### src/sv/cpcr_pkg.sv
// ----------------------------------------------------------------------------
// Circle pair collision resolve: shared package
// Widths, pipeline depths and the item records that travel down the pipeline.
// ----------------------------------------------------------------------------
`default_nettype none

package cpcr_pkg;

    // Field widths.
    localparam int POS_W  = 24;     // Q15.8 position
    localparam int RAD_W  = 16;     // Q8.8 radius
    localparam int RSUM_W = 17;     // radius sum
    localparam int MAG_W  = 17;     // |dx| or |dy| when the circles overlap

    // Square root unit: radicand is dist2 * 2^16, below 2^50 when overlapping.
    localparam int SQ_W       = 50;
    localparam int ROOT_W     = 25;
    localparam int ROOT_STEPS = 25;

    // Divider: numerator mag * pen + dist, divisor 2 * dist.
    localparam int PEN_W    = 25;
    localparam int NUM_W    = 43;
    localparam int DEN_W    = 26;
    localparam int QUO_BITS = 17;

    typedef logic signed [POS_W-1:0] pos_t;
    typedef logic        [RAD_W-1:0] rad_t;

    // Per-item data carried alongside the arithmetic units.
    typedef struct packed {
        pos_t             ax;
        pos_t             ay;
        pos_t             bx;
        pos_t             by;
        logic             over;
        logic             same;
        logic             neg_x;
        logic             neg_y;
        logic [MAG_W-1:0] mag_x;
        logic [MAG_W-1:0] mag_y;
    } cpcr_item_t;

    // Data carried through the square root unit.
    typedef struct packed {
        logic [RSUM_W-1:0] rsum;
        cpcr_item_t        item;
    } cpcr_sq_side_t;

endpackage

`default_nettype wire

### src/sv/cpcr_sqrt_pipe.sv
// ----------------------------------------------------------------------------
// Circle pair collision resolve: pipelined integer square root
// One result bit is settled per register stage; an item enters every cycle while en is high.
// ----------------------------------------------------------------------------
`default_nettype none

module cpcr_sqrt_pipe #(
    parameter int SIDE_W = 8
) (
    input  wire logic                         aclk,
    input  wire logic                         aresetn,
    input  wire logic                         en,
    input  wire logic                         in_valid,
    input  wire logic [cpcr_pkg::SQ_W-1:0]    in_v,
    input  wire logic [SIDE_W-1:0]            in_side,
    output logic                              out_valid,
    output logic [cpcr_pkg::ROOT_W-1:0]       out_root,
    output logic [SIDE_W-1:0]                 out_side
);
    import cpcr_pkg::*;

    logic              vld_w    [0:ROOT_STEPS-1];
    logic [SQ_W-1:0]   rem_w    [0:ROOT_STEPS-1];
    logic [SQ_W-1:0]   root_w   [0:ROOT_STEPS-1];
    logic [SIDE_W-1:0] side_w   [0:ROOT_STEPS-1];
    logic              vld_reg  [0:ROOT_STEPS-1];
    logic [SQ_W-1:0]   rem_reg  [0:ROOT_STEPS-1];
    logic [SQ_W-1:0]   root_reg [0:ROOT_STEPS-1];
    logic [SIDE_W-1:0] side_reg [0:ROOT_STEPS-1];

    genvar i;
    generate
        for (i = 0; i < ROOT_STEPS; i++) begin : g_step
            localparam logic [SQ_W-1:0] BIT = SQ_W'(1) << (2 * (ROOT_STEPS - 1 - i));
            logic [SQ_W-1:0] trial;
            logic [SQ_W-1:0] rem_next;
            logic [SQ_W-1:0] root_next;

            // Step inputs come from the ports for the first stage.
            if (i == 0) begin : g_first
                assign vld_w[i]  = in_valid;
                assign rem_w[i]  = in_v;
                assign root_w[i] = '0;
                assign side_w[i] = in_side;
            end else begin : g_rest
                assign vld_w[i]  = vld_reg[i-1];
                assign rem_w[i]  = rem_reg[i-1];
                assign root_w[i] = root_reg[i-1];
                assign side_w[i] = side_reg[i-1];
            end

            // One restoring square root step.
            always_comb begin
                trial = root_w[i] + BIT;
                if (rem_w[i] >= trial) begin
                    rem_next  = rem_w[i] - trial;
                    root_next = (root_w[i] >> 1) + BIT;
                end else begin
                    rem_next  = rem_w[i];
                    root_next = root_w[i] >> 1;
                end
            end

            always_ff @(posedge aclk) begin
                if (!aresetn) begin
                    vld_reg[i] <= 1'b0;
                end else if (en) begin
                    vld_reg[i] <= vld_w[i];
                end
            end

            always_ff @(posedge aclk) begin
                if (en) begin
                    rem_reg[i]  <= rem_next;
                    root_reg[i] <= root_next;
                    side_reg[i] <= side_w[i];
                end
            end
        end
    endgenerate

    assign out_valid = vld_reg[ROOT_STEPS-1];
    assign out_root  = root_reg[ROOT_STEPS-1][ROOT_W-1:0];
    assign out_side  = side_reg[ROOT_STEPS-1];

endmodule

`default_nettype wire

### config.mk
export PLATFORM = sky130hd
export DESIGN_NAME = cpcr_sqrt_pipe
export DESIGN_NICKNAME = d
export VERILOG_FILES = /design/src/sv/cpcr_pkg.sv /design/src/sv/cpcr_sqrt_pipe.sv
export SDC_FILE = /design/constraint.sdc
export NUM_CORES = 2
export LEC_CHECK = 0
export BUFFER_PORTS_ARGS = -buffer_cell sky130_fd_sc_hd__buf_2
export CORE_ASPECT_RATIO = 0.9
export CORE_MARGIN = 5
export CORE_UTILIZATION = 55
export CTS_BUF_LIST = sky130_fd_sc_hd__clkbuf_8
export DETAILED_ROUTE_END_ITERATION = 10
export MAX_ROUTING_LAYER = met4
export PLACE_DENSITY = 0.69
export SYNTH_ARGS = -nofsm -noshare
export SYNTH_HDL_FRONTEND = slang
export SYNTH_SLANG_ARGS = --single-unit
### constraint.sdc
create_clock -name aclk -period 9.8 [get_ports aclk]
set_clock_uncertainty 0.1 [all_clocks]
set_input_delay 0.49 -clock aclk [delete_from_list [all_inputs] [get_ports aclk]]
set_output_delay 0.49 -clock aclk [all_outputs]
set_load 0.05 [all_outputs]
# Word level (Yosys, flattened, before mapping)
# Memories as Yosys holds them, arrays and structs flattened.
# Cells that the tools add are included.
dict set report word_totals {
  regBits 0
  ramBits 2725
  in_bits 62
  output_inout_bits 34
  wordCells 207
  mem_count 4
}
# name words width read_ports rd_ports_with_merged_regs write_ports line
set memory_table {}
lappend memory_table {rem_reg 25 50 24 0 25 cpcr_sqrt_pipe.sv:27} ;# logic [SQ_W-1:0] rem_reg [0:ROOT_STEPS-1];
lappend memory_table {root_reg 25 50 25 0 25 cpcr_sqrt_pipe.sv:28} ;# logic [SQ_W-1:0] root_reg [0:ROOT_STEPS-1];
lappend memory_table {side_reg 25 8 25 0 25 cpcr_sqrt_pipe.sv:29} ;# logic [SIDE_W-1:0] side_reg [0:ROOT_STEPS-1];
lappend memory_table {vld_reg 25 1 25 0 25 cpcr_sqrt_pipe.sv:26} ;# logic vld_reg [0:ROOT_STEPS-1];
dict set report op_classes {
  add_sub_neg 73
  n_lt_le_gt_ge 25
  muxes 80
  n_bitwise 25
}
# operator count
set op_table {}
lappend op_table {{$mux 50} 49}
lappend op_table {{$ge 50x50->1} 24}
lappend op_table {{$sub 50x50->50} 24}
lappend op_table {{$add 49x1->50 const B} 1}
lappend op_table {{$add 49x11->50 const B} 1}
lappend op_table {{$add 49x13->50 const B} 1}
lappend op_table {{$add 49x15->50 const B} 1}
lappend op_table {{$add 49x17->50 const B} 1}
lappend op_table {{$add 49x19->50 const B} 1}
lappend op_table {{$add 49x21->50 const B} 1}
lappend op_table {{$add 49x23->50 const B} 1}
lappend op_table {{$add 49x25->50 const B} 1}
lappend op_table {{$add 49x27->50 const B} 1}
lappend op_table {{$add 49x29->50 const B} 1}
lappend op_table {{$add 49x3->50 const B} 1}
lappend op_table {{$add 49x31->50 const B} 1}
lappend op_table {{$add 49x33->50 const B} 1}
lappend op_table {{$add 49x35->50 const B} 1}
lappend op_table {{$add 49x37->50 const B} 1}
lappend op_table {{$add 49x39->50 const B} 1}
lappend op_table {{$add 49x41->50 const B} 1}
lappend op_table {{$add 49x43->50 const B} 1}
lappend op_table {{$add 49x45->50 const B} 1}
lappend op_table {{$add 49x47->50 const B} 1}
lappend op_table {{other kinds (32)} 85}

# Longest topological paths before layout
dict set report logic_depth {
  ltp_word 4
  ltp_mapped 13
  depth_no_buf 12
}

# Worst setup path after synthesis
# No wires, ideal clock.
dict set report synth_path {
  kind {register to register}
  start {mem rem_reg[21][7] (netlist: rem_reg[2][257])}
  end {mem rem_reg[22][39] (netlist: rem_reg[2][339]) (data pin)}
  setup_time_ps 273
  arrival_ps 3074
  required_ps 9427
  setup_slack_ps 6354
  path_stages_with_launch 12
  n_path_buf 1
  synth_period_minus_slack_ps 3446
  cell_sequence {edfxtp_1 ha_1 o211ai_1 a2111oi_0 nor2_1 o211ai_1 a221oi_1 or4b_2 and4b_1 buf_2 nor4b_1 xor2_1}
}
# element line
set synth_rtl {}
lappend synth_rtl {{start: declaration} cpcr_sqrt_pipe.sv:27}

==> results by group <==
Power and ir drop
  – Total power: roughly 19 mW
  – Worst VDD drop: 157.6 uV
  – Leak Pwr: around 34 nW
  – PwrDens: 220.0 mW/mm^2

Final layout
  – Number of flip-flops in the largest register: 1200
  – Layout cells sized above 1: 9.557%
  – Final nets: 6660
  – Multi-input gate area: 0.02459 sq mm
  – Sequential Area: 0.05254 sq mm
  – Area growth syn-to-layout: 11.10%
  – Number of fill cells: 10871

Synthesis
  – Post-synth cell types: 90
  – FF+latch count, synth: 1750
  – Synth Instances: 5852
  – Synth top area share: 66.37%
  – Area leader, netlist: edfxtp_1
  – Multiplexer area fraction after synthesis: 1.216%
  – Post-synthesis compound-gate area fraction: 7.915%
  – Synth Area in Simple Gates: 10.77%
  – Top_reg_cell synth: edfxtp_1
  – Syn Area/Cell: 13.52 sq um
  – Synth async-reset ratio: 0%
  – EDFF count, synth: around 1700
  – Post-synthesis sequential area ratio: 66.39%
  – XOR/XNOR Fraction of Synth Area: 5.667%
  – Adder and majority cell fraction of the synthesized area: 5.471%
  – Largest family of logic cells by synthesized area: simple AND/OR/NAND/NOR gates
  – Synthesized area: just under 0.08 sq mm
  – Synth top area cells: edfxtp_1, ha_1, xor2_1
  – Synthesized Nets: 6260
  – Syn. warnings: 0

Worst setup path
  – Crit Path Category: register to register
  – CP Cell Sequence: or3_1 -> nor4_1 -> nand3_1 -> nor4_1 -> or3_1 -> or4_1 -> nand4b_1 -> o41ai_1 -> o21ai_0
  – Crit Reg-Reg Startpoint: rem_reg[1][141]
  – FF-to-FF End: rem_reg[1][195]
  – CP arrival: 5200 ps
  – R2r setup slk: between 5000 and 6000 ps
  – Critical path's largest stage delay: 720 ps
  – R2R depth: 9
  – CP Capture Type: register
  – Required @ worst endpoint: 10380 ps
  – CP max FO: 26
  – CP startpoint kind: register
  – Crit-path slowest cell: nor4_1

STA
  – Final period util: 47.14%
  – Max Freq: 0.2165 GHz
  – Post-route setup TNS: 0 ps
  – Pins over their slew limit: 0
  – Min cycle time layout: 4619 ps
  – Final Hold Fails: 0
  – Setup violators final: 0
  – Setup WS post-layout: 5181 ps
  – Worst Max-Slew Pin Slew: 1267 ps
  – RSZ-0062 raised after global routing: false
  – Max-slew headroom: 14.76%

Global routing
  – First-pass GRT wire length: 253.1 mm
  – GR Overflow Total: 0
  – Antenna violations before repair: 2
  – Tot GR Track Use: 21.55%
  – Vias in the first global route: approximately 47000
  – Largest net degree at the start of global routing: 210

Placed design
  – Final Wtd Congestion: ~0.91
  – DP Worst Slack: approximately 5100 ps
  – HPWL Detailed: roughly 110 mm
  – I/O Buffers: 95

CTS
  – Clk slew on worst S/H paths: 60 ps
  – CTS root buffer: clkbuf_8
  – Post-CTS Setup Bufs: 0
  – Worst-Skew Late Latency: 980 ps
  – Num Clock Sinks: between 1500 and 2000
  – Max Root-Sink Buffers: 4
  – CTS tree: built
  – H-tree depth: 5
  – Clock buffer count from CTS: a little under 300

Drt
  – WL per Instance: 19.17 um
  – 1st-iter DRT viols: 3651
  – Total Wirelength: roughly 160 mm
  – Antenna viol nets, final: 0
  – # DRC: 0
  – First drt pass iteration count: 5
  – Via count: 47049
  – DR vias/cell: 5.645

Hold path
  – Hold Path End: rem_reg[0][44]
  – Worst Hold Class: primary input to register
  – Min-delay src: in_v[44]
  – Hold Path Depth: 2

Status
  – Outcome: completed

Floorplanning
  – Die Wd: between 400 and 500 um
  – FP Rows: 132
  – Starting density of the core: 55.14%
  – Core area: 0.1435 sq mm
  – Die area: 0.1516 sq mm
  – Die Y: 369.9 um
  – Io pins: 96

Job
  – MaxCap Viol Count: 0
worst max-delay path by stage:
stage	from	end	slack, ps	cells after the start
floorplan	rem_reg[2][257]	rem_reg[2][339]	6350	11
finish	rem_reg[1][141]	rem_reg[1][195]	5180	9
global placement	rem_reg[1][142]	rem_reg[1][195]	5310	9
CTS	rem_reg[1][141]	rem_reg[1][195]	5050	9
detailed placement	rem_reg[1][141]	rem_reg[1][195]	5110	9
global route	rem_reg[1][141]	rem_reg[1][195]	4790	9
cells in the final DEF, fill, tap and decap left out, drive strengths merged, types with 12 or more instances in the layout:
cell	n
nor3	156
nor2	402
clkinv	92
nand4b	19
or2	34
inv	512
o21bai	16
a21o	118
mux2	73
dlygate4sd3	83
or4	51
nor4	183
o211ai	18
a21boi	12
a21oi	368
nor2b	53
o21a	77
o21ai	216
nand2	274
a31oi	28
ha	346
nand3	84
buf	124
and4	13
xnor2	255
nand2b	79
xor2	257
nor4b	24
clkbuf	306
nand4	75
edfxtp	1749
or3	55
and3	55
o31ai	29
a211oi	28
and2	19
nand3b	15
repair_timing:
action                                 in CTS  in global routing
resized for setup                           0                  0
hold buffers                               83                  0
endpoints found under the hold margin     184                  0
report_power, final:
part / internal (mW) / switching [mW] / total [mW]
registers: 9.36 / 0.618 / 9.98
clock network: 3.12 / 2.80 / 5.91
logic: 1.46 / 1.99 / 3.45
metrics by stage:
| step | cells | utilization [%] | instance area (sq um) | hold WS, ps |
|---|---|---|---|---|
| 3_3_place_gp | 7745 | 57.02 | 81840 | 300.6 |
| 3_5_place_dp | 7745 | 57.02 | 81840 | 304.5 |
| 2_1_floorplan | 5852 | - | 79140 | 300.3 |
| 4_1_cts | 8332 | 61.26 | 87920 | 0.4422 |
| 5_1_grt | 8334 | 61.26 | 87920 | 23.83 |
| 6_report | 8334 | 61.26 | 87920 | 116.7 |
cells by family (layout without fill, tap and decap cells):
kind of cell,Yosys count,after routing
flip-flops,1750,1750
AND/OR/NAND/NOR,1621,1621
AO/OA/AOI/OAI,1012,1012
buffers and inverters,527,1131
XOR/XNOR,512,512
adder cells (fa/ha/maj),346,346
multiplexers,84,84
other,0,2
area by class of cell:
cell class	count	share of cell area [%]
flip-flops and latches	1750	59.76
multi-input cells	3575	27.97
clock buffers	306	4.790
well taps	1876	2.670
repair buffers	207	1.836
inverters	420	1.793
clock inverters	198	1.180
diodes	2	0.005692
worst max-delay path: cells and delay by family (launching register included):
family / cells / cell delay (ps)
AND/OR/NAND/NOR: 7 / 3280
flip-flops: 1 / 420
AO/OA/AOI/OAI: 2 / 550
routing by layer:
layer	vias up	part of all wire, %	track usage (%)
met5	-	0	-
met4	0	2.5	6.701
met1	22765	43	27.39
li1	22825	-	-
met2	1128	50	36.04
met3	331	4.2	3.366
synth_stat cells (all sizes together), types with 73 or more instances:
cell	n
xor2	257
nand3	84
nand2	274
o21ai	216
o21a	77
clkbuf	75
edfxtp	1749
a21oi	368
nor2	402
a21o	118
nor4	183
ha	346
mux2	73
inv	420
xnor2	255
nand4	75
nand2b	79
nor3	156
Power figures use the tool's default switching activity.
